**src/design/sega_pkg.sv**
```systemverilog
package sega_pkg;

  localparam int MAX_SEGS  = 32;
  localparam int IDX_W     = $clog2(MAX_SEGS);
  localparam int CNT_W     = IDX_W + 1;
  localparam int ADDR_BITS = 16;
  localparam int SIZE_W    = 16;

  localparam logic [SIZE_W-1:0]  ARENA_RESET = SIZE_W'(128);
  localparam logic [SIZE_W+1:0]  ADDR_LIMIT  = (SIZE_W+2)'((64'd1 << ADDR_BITS) - 64'd1);

  localparam logic [1:0] REQ_ALLOC = 2'd0;
  localparam logic [1:0] REQ_FREE  = 2'd1;
  localparam logic [1:0] REQ_CLEAR = 2'd2;

  localparam logic [2:0] STAT_OK   = 3'd0;
  localparam logic [2:0] STAT_BAD  = 3'd1;
  localparam logic [2:0] STAT_FULL = 3'd2;
  localparam logic [2:0] STAT_ZERO = 3'd3;
  localparam logic [2:0] STAT_OVF  = 3'd4;

  localparam logic CFG_FIT_MODE = 1'b0;
  localparam logic CFG_ARENA    = 1'b1;

  typedef enum logic [3:0] {
    OP_NONE,
    OP_LATCH,
    OP_CLEAR,
    OP_ERR,
    OP_SCAN,
    OP_SHUP_INIT,
    OP_SHUP,
    OP_WR_SPLIT,
    OP_WR_PICK,
    OP_MARK,
    OP_APPEND,
    OP_FREE_RD,
    OP_NEXT_MERGE,
    OP_PREV_MERGE,
    OP_SHDN,
    OP_SHDN_END
  } dp_op_e;

  typedef enum logic [2:0] {
    RD_SCAN,
    RD_J_DN,
    RD_J_UP,
    RD_N,
    RD_N_NEXT,
    RD_N_PREV
  } rd_sel_e;

  typedef struct packed {
    dp_op_e     op;
    rd_sel_e    rd_sel;
    logic [2:0] err;
  } dp_cmd_t;

  typedef struct packed {
    logic [1:0] req_type;
    logic       fit_mode;
    logic       size_zero;
    logic       idx_bad;
    logic       found;
    logic       split;
    logic       full;
    logic       ovf;
    logic       rd_busy;
    logic       take;
    logic       scan_last;
    logic       has_next;
    logic       has_prev;
    logic       shup_done;
    logic       shdn_done;
  } dp_stat_t;

endpackage

```
**src/design/sega_dp.sv**
```systemverilog
module sega_dp (
  input  logic                          clk_i,
  input  logic                          rst_ni,
  input  logic                          cfg_we_i,
  input  logic                          cfg_addr_i,
  input  logic [sega_pkg::SIZE_W-1:0]   cfg_wdata_i,
  input  logic [1:0]                    req_type_i,
  input  logic [sega_pkg::SIZE_W-1:0]   req_size_i,
  input  logic [sega_pkg::IDX_W-1:0]    block_index_i,
  input  sega_pkg::dp_cmd_t             cmd_i,
  output sega_pkg::dp_stat_t            stat_o,
  output logic [2:0]                    status_o,
  output logic [sega_pkg::SIZE_W-1:0]   block_address_o,
  output logic [sega_pkg::IDX_W-1:0]    result_index_o,
  output logic [sega_pkg::CNT_W-1:0]    segment_count_o
);

  localparam int IW = sega_pkg::IDX_W;
  localparam int CW = sega_pkg::CNT_W;
  localparam int SW = sega_pkg::SIZE_W;

  logic [SW-1:0] start_q [sega_pkg::MAX_SEGS];
  logic [SW-1:0] size_q  [sega_pkg::MAX_SEGS];
  logic [sega_pkg::MAX_SEGS-1:0] busy_q;

  logic          fit_mode_q;
  logic [SW-1:0] arena_q;
  logic [CW-1:0] total_q, i_q, j_q;
  logic [IW-1:0] pick_q, n_q;
  logic [SW-1:0] pick_start_q, pick_size_q, req_size_q;
  logic [1:0]    req_type_q;
  logic          found_q;
  logic [SW:0]   end_q;
  logic [2:0]    res_status_q;
  logic [SW-1:0] res_addr_q;
  logic [IW-1:0] res_idx_q;

  logic [IW-1:0] rd_idx, wr_idx;
  logic [SW-1:0] rd_start, rd_size, wr_start, wr_size;
  logic          rd_busy, wr_en, wr_busy, hit, take;
  logic [SW+1:0] app_end;

  always_comb begin
    case (cmd_i.rd_sel)
      sega_pkg::RD_SCAN:   rd_idx = i_q[IW-1:0];
      sega_pkg::RD_J_DN:   rd_idx = j_q[IW-1:0] - IW'(1);
      sega_pkg::RD_J_UP:   rd_idx = j_q[IW-1:0] + IW'(1);
      sega_pkg::RD_N_NEXT: rd_idx = n_q + IW'(1);
      sega_pkg::RD_N_PREV: rd_idx = n_q - IW'(1);
      default:             rd_idx = n_q;
    endcase
  end

  assign rd_start = start_q[rd_idx];
  assign rd_size  = size_q[rd_idx];
  assign rd_busy  = busy_q[rd_idx];

  assign hit  = !rd_busy && (rd_size >= req_size_q);
  assign take = hit && (!found_q || (fit_mode_q && (rd_size < pick_size_q)));
  assign app_end = {1'b0, end_q} + {2'b00, req_size_q};

  always_comb begin
    stat_o.req_type  = req_type_q;
    stat_o.fit_mode  = fit_mode_q;
    stat_o.size_zero = (req_size_q == '0);
    stat_o.idx_bad   = ({1'b0, n_q} >= total_q);
    stat_o.found     = found_q;
    stat_o.split     = (pick_size_q > req_size_q);
    stat_o.full      = (total_q == CW'(sega_pkg::MAX_SEGS));
    stat_o.ovf       = (app_end > sega_pkg::ADDR_LIMIT);
    stat_o.rd_busy   = rd_busy;
    stat_o.take      = take;
    stat_o.scan_last = ((i_q + CW'(1)) >= total_q);
    stat_o.has_next  = (({1'b0, n_q} + CW'(1)) < total_q);
    stat_o.has_prev  = (n_q != '0);
    stat_o.shup_done = (j_q == ({1'b0, pick_q} + CW'(1)));
    stat_o.shdn_done = ((j_q + CW'(1)) >= total_q);
  end

  always_comb begin
    wr_en    = 1'b0;
    wr_idx   = pick_q;
    wr_start = pick_start_q;
    wr_size  = pick_size_q;
    wr_busy  = 1'b0;
    case (cmd_i.op)
      sega_pkg::OP_CLEAR: begin
        wr_en    = 1'b1;
        wr_idx   = '0;
        wr_start = '0;
        wr_size  = arena_q;
      end
      sega_pkg::OP_SHUP, sega_pkg::OP_SHDN: begin
        wr_en    = 1'b1;
        wr_idx   = j_q[IW-1:0];
        wr_start = rd_start;
        wr_size  = rd_size;
        wr_busy  = rd_busy;
      end
      sega_pkg::OP_WR_SPLIT: begin
        wr_en    = 1'b1;
        wr_idx   = pick_q + IW'(1);
        wr_start = pick_start_q + req_size_q;
        wr_size  = pick_size_q - req_size_q;
      end
      sega_pkg::OP_WR_PICK: begin
        wr_en   = 1'b1;
        wr_size = req_size_q;
        wr_busy = 1'b1;
      end
      sega_pkg::OP_MARK: begin
        wr_en   = 1'b1;
        wr_busy = 1'b1;
      end
      sega_pkg::OP_APPEND: begin
        wr_en    = 1'b1;
        wr_idx   = total_q[IW-1:0];
        wr_start = end_q[SW-1:0];
        wr_size  = req_size_q;
        wr_busy  = 1'b1;
      end
      sega_pkg::OP_SHDN_END, sega_pkg::OP_NONE: begin
        wr_en = 1'b1;
      end
      default: begin
        wr_en = 1'b0;
      end
    endcase
  end

  always_ff @(posedge clk_i) begin
    if (wr_en) begin
      start_q[wr_idx] <= wr_start;
      size_q[wr_idx]  <= wr_size;
    end
  end

  always_ff @(posedge clk_i or negedge rst_ni) begin
    if (!rst_ni) begin
      busy_q <= '0;
    end else if (wr_en) begin
      busy_q[wr_idx] <= wr_busy;
    end
  end

  always_ff @(posedge clk_i or negedge rst_ni) begin
    if (!rst_ni) begin
      fit_mode_q <= 1'b0;
      arena_q    <= sega_pkg::ARENA_RESET;
    end else if (cfg_we_i) begin
      if (cfg_addr_i == sega_pkg::CFG_FIT_MODE) begin
        fit_mode_q <= cfg_wdata_i[0];
      end else begin
        arena_q <= cfg_wdata_i;
      end
    end
  end

  always_ff @(posedge clk_i or negedge rst_ni) begin
    if (!rst_ni) begin
      total_q <= CW'(1);
      i_q     <= '0;
      j_q     <= '0;
      pick_q  <= '0;
      found_q <= 1'b0;
    end else begin
      case (cmd_i.op)
        sega_pkg::OP_LATCH: begin
          i_q     <= '0;
          found_q <= 1'b0;
        end
        sega_pkg::OP_CLEAR: total_q <= CW'(1);
        sega_pkg::OP_SCAN: begin
          i_q <= i_q + CW'(1);
          if (take) begin
            pick_q  <= i_q[IW-1:0];
            found_q <= 1'b1;
          end
        end
        sega_pkg::OP_SHUP_INIT: j_q <= total_q;
        sega_pkg::OP_SHUP:      j_q <= j_q - CW'(1);
        sega_pkg::OP_SHDN:      j_q <= j_q + CW'(1);
        sega_pkg::OP_SHDN_END:  total_q <= total_q - CW'(1);
        sega_pkg::OP_WR_PICK, sega_pkg::OP_APPEND: total_q <= total_q + CW'(1);
        sega_pkg::OP_FREE_RD:   pick_q <= n_q;
        sega_pkg::OP_NEXT_MERGE: j_q <= {1'b0, n_q} + CW'(1);
        sega_pkg::OP_PREV_MERGE: begin
          j_q    <= {1'b0, n_q};
          pick_q <= n_q - IW'(1);
        end
        default: begin
        end
      endcase
    end
  end

  always_ff @(posedge clk_i) begin
    case (cmd_i.op)
      sega_pkg::OP_LATCH: begin
        req_type_q <= req_type_i;
        req_size_q <= req_size_i;
        n_q        <= block_index_i;
      end
      sega_pkg::OP_CLEAR: begin
        res_status_q <= sega_pkg::STAT_OK;
        res_addr_q   <= '0;
        res_idx_q    <= '0;
      end
      sega_pkg::OP_ERR: begin
        res_status_q <= cmd_i.err;
        res_addr_q   <= '0;
        res_idx_q    <= '0;
      end
      sega_pkg::OP_SCAN: begin
        end_q <= {1'b0, rd_start} + {1'b0, rd_size};
        if (take) begin
          pick_start_q <= rd_start;
          pick_size_q  <= rd_size;
        end
      end
      sega_pkg::OP_WR_PICK, sega_pkg::OP_MARK: begin
        res_status_q <= sega_pkg::STAT_OK;
        res_addr_q   <= pick_start_q;
        res_idx_q    <= pick_q;
      end
      sega_pkg::OP_APPEND: begin
        res_status_q <= sega_pkg::STAT_OK;
        res_addr_q   <= end_q[SW-1:0];
        res_idx_q    <= total_q[IW-1:0];
      end
      sega_pkg::OP_FREE_RD: begin
        pick_start_q <= rd_start;
        pick_size_q  <= rd_size;
      end
      sega_pkg::OP_NEXT_MERGE: pick_size_q <= pick_size_q + rd_size;
      sega_pkg::OP_PREV_MERGE: begin
        pick_start_q <= rd_start;
        pick_size_q  <= pick_size_q + rd_size;
      end
      sega_pkg::OP_SHDN_END: begin
        res_status_q <= sega_pkg::STAT_OK;
        res_addr_q   <= pick_start_q;
        res_idx_q    <= pick_q;
      end
      sega_pkg::OP_NONE: begin
        res_status_q <= sega_pkg::STAT_OK;
        res_addr_q   <= pick_start_q;
        res_idx_q    <= pick_q;
      end
      default: begin
      end
    endcase
  end

  assign status_o        = res_status_q;
  assign block_address_o = res_addr_q;
  assign result_index_o  = res_idx_q;
  assign segment_count_o = total_q;

  assert property (@(posedge clk_i) disable iff (!rst_ni)
    (total_q != '0) && (total_q <= CW'(sega_pkg::MAX_SEGS)))
    else $error("segment count out of range");

  assert property (@(posedge clk_i) disable iff (!rst_ni)
    (cmd_i.op == sega_pkg::OP_CLEAR) |=> (total_q == CW'(1)) && !busy_q[0])
    else $error("clear did not leave one free segment");

  assert property (@(posedge clk_i) disable iff (!rst_ni)
    (cmd_i.op == sega_pkg::OP_SCAN) && take |=> found_q)
    else $error("scan hit not recorded");

endmodule

```
**src/design/sega_ctrl.sv**
```systemverilog
module sega_ctrl (
  input  logic               clk_i,
  input  logic               rst_ni,
  input  logic               start,
  output logic               busy,
  output logic               done,
  input  sega_pkg::dp_stat_t stat_i,
  output sega_pkg::dp_cmd_t  cmd_o
);

  localparam logic [3:0] S_IDLE  = 4'd0;
  localparam logic [3:0] S_DISP  = 4'd1;
  localparam logic [3:0] S_SCAN  = 4'd2;
  localparam logic [3:0] S_DEC   = 4'd3;
  localparam logic [3:0] S_SHUP  = 4'd4;
  localparam logic [3:0] S_WRP   = 4'd5;
  localparam logic [3:0] S_FRD   = 4'd6;
  localparam logic [3:0] S_NEXT  = 4'd7;
  localparam logic [3:0] S_SHDN1 = 4'd8;
  localparam logic [3:0] S_PREV  = 4'd9;
  localparam logic [3:0] S_SHDN2 = 4'd10;
  localparam logic [3:0] S_DONE  = 4'd11;
  localparam logic [3:0] S_INIT  = 4'd12;

  logic [3:0] state_q, state_d;

  always_comb begin
    state_d      = state_q;
    cmd_o.op     = sega_pkg::OP_SHDN_END;
    cmd_o.rd_sel = sega_pkg::RD_N;
    cmd_o.err    = sega_pkg::STAT_OK;
    cmd_o.op     = sega_pkg::OP_LATCH;
    if (state_q != S_IDLE) begin
      cmd_o.op = sega_pkg::OP_SCAN;
    end
    case (state_q)
      S_INIT: begin
        cmd_o.op = sega_pkg::OP_CLEAR;
        state_d  = S_IDLE;
      end
      S_IDLE: begin
        cmd_o.op = start ? sega_pkg::OP_LATCH : sega_pkg::OP_SHUP_INIT;
        if (start) begin
          state_d = S_DISP;
        end
      end
      S_DISP: begin
        state_d  = S_DONE;
        cmd_o.op = sega_pkg::OP_ERR;
        cmd_o.err = sega_pkg::STAT_BAD;
        case (stat_i.req_type)
          sega_pkg::REQ_ALLOC: begin
            if (stat_i.size_zero) begin
              cmd_o.err = sega_pkg::STAT_ZERO;
            end else begin
              cmd_o.op = sega_pkg::OP_SHUP_INIT;
              state_d  = S_SCAN;
            end
          end
          sega_pkg::REQ_FREE: begin
            if (!stat_i.idx_bad) begin
              cmd_o.op = sega_pkg::OP_SHUP_INIT;
              state_d  = S_FRD;
            end
          end
          sega_pkg::REQ_CLEAR: cmd_o.op = sega_pkg::OP_CLEAR;
          default: begin
          end
        endcase
      end
      S_SCAN: begin
        cmd_o.op     = sega_pkg::OP_SCAN;
        cmd_o.rd_sel = sega_pkg::RD_SCAN;
        if ((stat_i.take && !stat_i.fit_mode) || stat_i.scan_last) begin
          state_d = S_DEC;
        end
      end
      S_DEC: begin
        state_d  = S_DONE;
        cmd_o.op = sega_pkg::OP_ERR;
        cmd_o.err = sega_pkg::STAT_FULL;
        if (stat_i.found) begin
          if (!stat_i.split) begin
            cmd_o.op = sega_pkg::OP_MARK;
          end else if (!stat_i.full) begin
            cmd_o.op = sega_pkg::OP_SHUP_INIT;
            state_d  = S_SHUP;
          end
        end else if (!stat_i.full) begin
          if (stat_i.ovf) begin
            cmd_o.err = sega_pkg::STAT_OVF;
          end else begin
            cmd_o.op = sega_pkg::OP_APPEND;
          end
        end
      end
      S_SHUP: begin
        cmd_o.rd_sel = sega_pkg::RD_J_DN;
        if (stat_i.shup_done) begin
          cmd_o.op = sega_pkg::OP_WR_SPLIT;
          state_d  = S_WRP;
        end else begin
          cmd_o.op = sega_pkg::OP_SHUP;
        end
      end
      S_WRP: begin
        cmd_o.op = sega_pkg::OP_WR_PICK;
        state_d  = S_DONE;
      end
      S_FRD: begin
        cmd_o.rd_sel = sega_pkg::RD_N;
        if (stat_i.rd_busy) begin
          cmd_o.op = sega_pkg::OP_FREE_RD;
          state_d  = S_NEXT;
        end else begin
          cmd_o.op  = sega_pkg::OP_ERR;
          cmd_o.err = sega_pkg::STAT_BAD;
          state_d   = S_DONE;
        end
      end
      S_NEXT: begin
        cmd_o.rd_sel = sega_pkg::RD_N_NEXT;
        if (stat_i.has_next && !stat_i.rd_busy) begin
          cmd_o.op = sega_pkg::OP_NEXT_MERGE;
          state_d  = S_SHDN1;
        end else begin
          cmd_o.op = sega_pkg::OP_SHUP_INIT;
          state_d  = S_PREV;
        end
      end
      S_SHDN1: begin
        cmd_o.rd_sel = sega_pkg::RD_J_UP;
        if (stat_i.shdn_done) begin
          cmd_o.op = sega_pkg::OP_SHDN_END;
          state_d  = S_PREV;
        end else begin
          cmd_o.op = sega_pkg::OP_SHDN;
        end
      end
      S_PREV: begin
        cmd_o.rd_sel = sega_pkg::RD_N_PREV;
        if (stat_i.has_prev && !stat_i.rd_busy) begin
          cmd_o.op = sega_pkg::OP_PREV_MERGE;
          state_d  = S_SHDN2;
        end else begin
          cmd_o.op = sega_pkg::OP_NONE;
          state_d  = S_DONE;
        end
      end
      S_SHDN2: begin
        cmd_o.rd_sel = sega_pkg::RD_J_UP;
        if (stat_i.shdn_done) begin
          cmd_o.op = sega_pkg::OP_SHDN_END;
          state_d  = S_DONE;
        end else begin
          cmd_o.op = sega_pkg::OP_SHDN;
        end
      end
      S_DONE: begin
        cmd_o.op = sega_pkg::OP_SHUP_INIT;
        state_d  = S_IDLE;
      end
      default: begin
        state_d = S_IDLE;
      end
    endcase
  end

  always_ff @(posedge clk_i or negedge rst_ni) begin
    if (!rst_ni) begin
      state_q <= S_INIT;
    end else begin
      state_q <= state_d;
    end
  end

  assign busy = (state_q != S_IDLE);
  assign done = (state_q == S_DONE);

  assert property (@(posedge clk_i) disable iff (!rst_ni)
    (state_q == S_DONE) |=> (state_q == S_IDLE))
    else $error("result strobe not followed by idle");

  assert property (@(posedge clk_i) disable iff (!rst_ni)
    start && !busy |=> (state_q == S_DISP))
    else $error("accepted transaction not dispatched");

  assert property (@(posedge clk_i) disable iff (!rst_ni)
    (state_q == S_SHUP) |-> !stat_i.full)
    else $error("table shift with a full table");

endmodule

```
**src/design/segment_allocator_first_best_fit.sv**
```systemverilog
// Segment allocator with first-fit and best-fit placement over a table of
// 32 address-ordered segments. A transaction is taken when start is high and
// busy is low; its result appears for one cycle with done high, and the
// receiver cannot stall it. The placement scan visits table entries one at a
// time, and entries are moved one at a time when a split opens a gap or a
// merge closes one, since the table has a single read and a single write
// port. After reset, busy stays high for one cycle while the initial free
// segment is written. Configuration writes take effect at once, and the
// arena size is used at the next clear.
module segment_allocator_first_best_fit (
  input  logic                        clk_i,
  input  logic                        rst_ni,
  input  logic                        cfg_we_i,
  input  logic                        cfg_addr_i,
  input  logic [sega_pkg::SIZE_W-1:0] cfg_wdata_i,
  input  logic                        start,
  output logic                        busy,
  input  logic [1:0]                  req_type_i,
  input  logic [sega_pkg::SIZE_W-1:0] req_size_i,
  input  logic [sega_pkg::IDX_W-1:0]  block_index_i,
  output logic                        done,
  output logic [2:0]                  status_o,
  output logic [sega_pkg::SIZE_W-1:0] block_address_o,
  output logic [sega_pkg::IDX_W-1:0]  result_index_o,
  output logic [sega_pkg::CNT_W-1:0]  segment_count_o
);

  sega_pkg::dp_cmd_t  cmd;
  sega_pkg::dp_stat_t stat;

  sega_ctrl u_ctrl (
    .clk_i  (clk_i),
    .rst_ni (rst_ni),
    .start  (start),
    .busy   (busy),
    .done   (done),
    .stat_i (stat),
    .cmd_o  (cmd)
  );

  sega_dp u_dp (
    .clk_i           (clk_i),
    .rst_ni          (rst_ni),
    .cfg_we_i        (cfg_we_i),
    .cfg_addr_i      (cfg_addr_i),
    .cfg_wdata_i     (cfg_wdata_i),
    .req_type_i      (req_type_i),
    .req_size_i      (req_size_i),
    .block_index_i   (block_index_i),
    .cmd_i           (cmd),
    .stat_o          (stat),
    .status_o        (status_o),
    .block_address_o (block_address_o),
    .result_index_o  (result_index_o),
    .segment_count_o (segment_count_o)
  );

endmodule

```
**config.mk**
```make
export PLATFORM = sky130hd
export DESIGN_NAME = segment_allocator_first_best_fit
export DESIGN_NICKNAME = d
export VERILOG_FILES = /design/src/design/sega_pkg.sv /design/src/design/sega_dp.sv /design/src/design/sega_ctrl.sv /design/src/design/segment_allocator_first_best_fit.sv
export SDC_FILE = /design/constraint.sdc
export NUM_CORES = 2
export LEC_CHECK = 0
export BUFFER_PORTS_ARGS = -buffer_cell sky130_fd_sc_hd__buf_2
export CELL_PAD_IN_SITES_DETAIL_PLACEMENT = 0
export CELL_PAD_IN_SITES_GLOBAL_PLACEMENT = 1
export CORE_ASPECT_RATIO = 1.5
export CORE_UTILIZATION = 23
export DETAILED_ROUTE_END_ITERATION = 6
export GPL_ROUTABILITY_DRIVEN = 0
export GPL_TIMING_DRIVEN = 0
export PLACE_DENSITY_LB_ADDON = 0.1
export SETUP_SLACK_MARGIN = 0.1
export SYNTH_ARGS = -nofsm -noshare
export SYNTH_HDL_FRONTEND = slang
export SYNTH_HIERARCHICAL = 1
export SYNTH_SLANG_ARGS = --single-unit
```
**constraint.sdc**
```tcl
create_clock -name clk_i -period 7.35 [get_ports clk_i]
set_input_delay 0.735 -clock clk_i [delete_from_list [all_inputs] [get_ports clk_i]]
set_output_delay 0.735 -clock clk_i [all_outputs]
set_load 0.1 [all_outputs]
```
======== Word-level counts from Yosys, hierarchy flattened ========
Memory sizes are Yosys's and may differ from the RTL's.
Index checks and enable logic that the tools add are counted.
word-level totals
  logic and storage cells ................. 200
  bits in writable memories ............... 1024
  bits in registers ....................... 173
  input port bits ......................... 44
  output and inout port bits .............. 32
  memories kept ........................... 2
memory list
  name          words  bits a word  read ports  clocked after Yosys merged registers in  write ports  RTL line       RTL
  u_dp.size_q   32     16           1           0                                        1            sega_dp.sv:23  logic [SW-1:0] size_q [sega_pkg::MAX_SEGS];
  u_dp.start_q  32     16           1           0                                        1            sega_dp.sv:22  logic [SW-1:0] start_q [sega_pkg::MAX_SEGS];
cells by class
  muxes and demuxes ....................... 66
  add/sub/neg operators ................... 17
  magnitude comparators ................... 11
  equality and inequality tests ........... 41
  reduce and logical (&&, ||, !) cells .... 44
  bitwise logic cells ..................... 1
operators with widths
  operator                count
  $pmux W16 S4            2
  $pmux W16 S3            2
  $mux W4                 18
  $eq A4 B4 Y1 const B    13
  $pmux W4 S12            1
  $pmux W4 S11            1
  $add A16 B16 Y16        2
  $bwmux W32              1
  $eq A4 B3 Y1 const B    8
  $mux W16                2
  $pmux W16 S2            1
  $pmux W5 S3             2
  $pmux W6 S5             1
  $mux W3                 9
  $pmux W5 S5             1
  $pmux W5 S4             1
  $add A17 B16 Y18        1
  $add A6 B1 Y6 const B   3
  $gt A18 B16 Y1 const B  1
  $pmux W6 S3             1
  $add A16 B16 Y17        1
  $eq A4 B2 Y1 const B    4
  $ge A16 B16 Y1          1
  $gt A16 B16 Y1          1
  other kinds (52)        102

======== Depth between registers and ports, before layout ========
  depth after elaboration ................. 19
  mapped depth ............................ 37

======== By module ========
The synthesis kept the hierarchy.
by module, submodules not included
  module     times used  seq. area each (sq um)  cells an instance  area an instance (sq um)
  sega_dp    1           35461.5                 3139               52355.2
  sega_ctrl  1           102.6                   108                745.7

======== Worst setup path before layout ========
Ideal clock, no wire load.
  path type ............................... reg2reg
  from .................................... register u_ctrl.state_q[2]
  to ...................................... register u_dp/busy_q[24] (netlist name)
  data arrival time ....................... 8.064 ns
  slack ................................... -0.839 ns
  stages on the path, launching flop included .. 34
  data required time ...................... 7.225 ns
  cells stage by stage .................... dfstp_2 buf_6 buf_2 nand2_1 o22ai_1 and2_1 clkbuf_1 nor3b_2 nand2_1 o21ai_0 ha_1 mux2i_1 or3_1 a21boi_1 or2_1 buf_6 mux4_2 mux2_2 o2111a_1 or2_1 buf_4 nand2b_1 nand3_1 o211ai_1 a211o_1 clkbuf_1 nor2b_1 and2_0 clkbuf_1 a22oi_1 o311ai_0 nand3_1 nor2_1 mux2_2
RTL lines
  what                           RTL line          RTL
  start, declared                sega_ctrl.sv:25   logic [3:0] state_q, state_d;
  start signal, assigned         sega_ctrl.sv:173  state_q <= state_d;
  end signal, assigned by index  sega_dp.sv:142    busy_q[wr_idx] <= wr_busy;
  end, declared                  sega_dp.sv:24     logic [sega_pkg::MAX_SEGS-1:0] busy_q;

==> flow_summary.json <==
{
  "ys.flop_type": "edfxtp_1",
  "grt_pass1_vias": 34000,
  "tightest_slew_ns": 1.254,
  "fin_crit_sh_pct": 98.30,
  "slew_headroom_pct": 16.13,
  "path_class": "reg2reg",
  "critPathLaunchType": "register",
  "core_area_sq_mm": 0.2292,
  "finalHoldViolCount": 0,
  "io_buffer_count": 75,
  "timing.critical_path.to": "u_dp/start_q[11][7]",
  "required_ns": 7.81,
  "rsz0062_at_grt": "yes",
  "finalSetupViolCount": 0,
  "grt_pass1_wl_microns": 292800,
  "numClockSinks": 1197,
  "critPathMaxFanout": 15,
  "max_freq_mhz": 138.4,
  "ys_seq_area_share_pct": 66.97,
  "path_buf_inv": 9,
  "synth-seq-cells": 1197,
  "synth.avg_cell_area_sq_um": 16.35,
  "status": "complete, no violations",
  "die_w_microns": 394.3,
  "reg2reg_slack_ns": 0.12,
  "cts_tree": "built",
  "synth-async-reset-ratio_pct": 6.433,
  "cp-startpoint": "u_ctrl/state_q[2]",
  "pre_cts_ws_ns": -3.763,
  "maxCapViolations": 0,
  "grtUsageTotal_pct": 18.22,
  "cts_buffers": 121,
  "synthesis.area_sq_mm": 0.05310,
  "synth-edff-count": 1120,
  "yosysWarnings": 6,
  "detail-route-antenna-nets": 0,
  "multi_input_area_sq_mm": 0.01837,
  "hpwlAfterDp_microns": 150600,
  "overflow": 0,
  "dr.pass1.iters": 6,
  "mostFrequentLayoutCells": "1120 x edfxtp_1, 258 x mux4_2, 243 x nand2_1, 209 x buf_4, 143 x clkbuf_16",
  "grt_max_degree": 42,
  "place_area_sq_mm": 0.05983,
  "clk_latency_ns": 0.79,
  "layout_commonest_cell": "edfxtp_1",
  "reg2regPathDepth": 34,
  "period_needed_ns": 7.225,
  "place_inst": 6453,
  "syn_nets": 3442,
  "drt-total-wl_microns": 217900,
  "cp.depth": 34,
  "clk_pin_slew_worst_paths_ns": 0.07,
  "fin_ws_ns": 0.1249,
  "die_h_microns": 590.5,
  "cts_root_buf": "clkbuf_16",
  "die_area_sq_mm": 0.2328,
  "regArea_sq_mm": 0.03556,
  "n_fill_cell": 22860,
  "antenna_found_initial": 7,
  "yosysUniqueCellTypes": 87,
  "hp-class": "in2reg",
  "slowest_stage": "dfstp_2",
  "layoutNonFillerInstCount": 6972,
  "vias": 32360,
  "io_pins": 76,
  "vias_per_cell": 4.641,
  "syn_to_final_growth_pct": 30.26,
  "drive_gt1_share_pct": 34.96,
  "syn_inst": 3247,
  "finalMaxSlewViolations": 0,
  "arrival_ns": 7.68,
  "ctsLongestPathBuffers": 3,
  "fp-row-count": 215,
  "clock_skew_ns": 0.06455,
  "start_util_pct": 23.17,
  "regToRegStartpoint": "u_ctrl/state_q[2]",
  "timing.rr.end": "u_dp/start_q[11][7]",
  "drc": 0,
  "layout.nets": 4022,
  "avgRoutedWirePerCell_microns": 31.25,
  "cts-htree-levels": 3,
  "drt_iter0_drc": 2320,
  "cpPeakStageDelay_ns": 0.58,
  "fin_area_sq_mm": 0.06917,
  "critPathCaptureType": "register",
  "cp_top_family": "simple AND/OR/NAND/NOR gates"
}
sequential cells by signal (all words and copies together), names as in the netlist, 16 cells and up:
signal / flops
u_dp/size_q: 512
u_dp/start_q: 512
u_dp/busy_q: 32
u_dp/end_q: 17
u_dp/arena_q: 16
u_dp/block_address_o: 16
u_dp/pick_size_q: 16
u_dp/pick_start_q: 16
u_dp/req_size_q: 16
Yosys cell counts (40+ instances only):
| library cell | instances | area [sq um] |
|---|---|---|
| edfxtp_1 | 1120 | 33630 |
| nand2_1 | 268 | 1006 |
| mux4_2 | 258 | 5811 |
| nor2_1 | 158 | 593.1 |
| ha_1 | 145 | 1814 |
| inv_1 | 93 | 349.1 |
| a21oi_1 | 87 | 435.4 |
| o21ai_0 | 82 | 410.4 |
| clkbuf_1 | 76 | 285.3 |
| buf_2 | 75 | 375.4 |
| dfrtp_1 | 73 | 1827 |
| mux2_2 | 71 | 799.5 |
| nand3_1 | 54 | 270.3 |
| xnor2_1 | 46 | 402.9 |
| a211oi_1 | 40 | 300.3 |
logic make-up (layout without fill, tap and decap cells):
| group | after synthesis | in the layout | synth area share [%] |
|---|---|---|---|
| compound gates | 498 | 501 | 6.697 |
| simple gates | 698 | 706 | 6.126 |
| flops | 1197 | 1197 | 66.97 |
| mux | 361 | 361 | 13.09 |
| buf+inv | 262 | 937 | 2.151 |
| other cells | 0 | 1 | 0 |
| fa+ha+maj | 151 | 151 | 3.643 |
| xor+xnor | 80 | 80 | 1.320 |
stage by stage:
stage / util (%) / TNS [ns] / hold WS [ns]
2_1_floorplan: - / -26.39 / 0.4394
3_3_place_gp: 25.11 / -7710.32 / 0.4855
3_5_place_dp: 26.10 / -5196.08 / 0.4933
4_1_cts: 29.68 / 0 / 0.06983
5_1_grt: 30.18 / -14.79 / 0.1084
6_report: 30.18 / 0 / 0.1248
what timing repair did:
item / 4_1_cts / 5_1_grt
gates cloned: 18 / 11
pin swaps: 120 / 45
resized for setup: 471 / 101
hold buffers: 1 / 0
buffers inserted: 209 / 54
endpoints found under the setup margin: 2258 / 1723
endpoints found under the hold margin: 17 / 0
layout make-up:
type                    instances  area share [%]
repair buffers                448           8.318
inverters                      93          0.5698
clock buffers                 146           4.616
diodes                          1        0.003618
plain buffers                 167           1.963
multi-input cells            1799           26.56
well taps                    3038           5.496
clock inverters                83           1.053
flip-flops and latches       1197           51.42
worst min-delay path by stage:
stage / startpoint / to / slack (ns) / depth (start not counted)
finish: req_type_i[0] / u_dp/req_type_q[0] / 0.12 / 1
global route: req_type_i[0] / u_dp/req_type_q[0] / 0.11 / 1
CTS: req_type_i[0] / u_dp/req_type_q[0] / 0.07 / 1
detailed placement: u_dp/busy_q[11] / u_dp/busy_q[11] / 0.49 / 1
global placement: u_dp/busy_q[25] / u_dp/busy_q[25] / 0.49 / 1
floorplan: rst_ni / u_ctrl/state_q[0] / 0.44 / 0
per-layer routing:
layer / wire (microns) / share of wire (%) / global-route usage, %
met1: 83880 / 38 / 20.71
met3: 5799 / 2.7 / 1.560
met4: 7286 / 3.3 / 5.512
met2: 120900 / 55 / 35.52
met5: 0 / 0 / 0
Power is left out: the tool's default activity adds up to more than one toggle a clock period on the data nets, which glitch-free logic cannot reach.
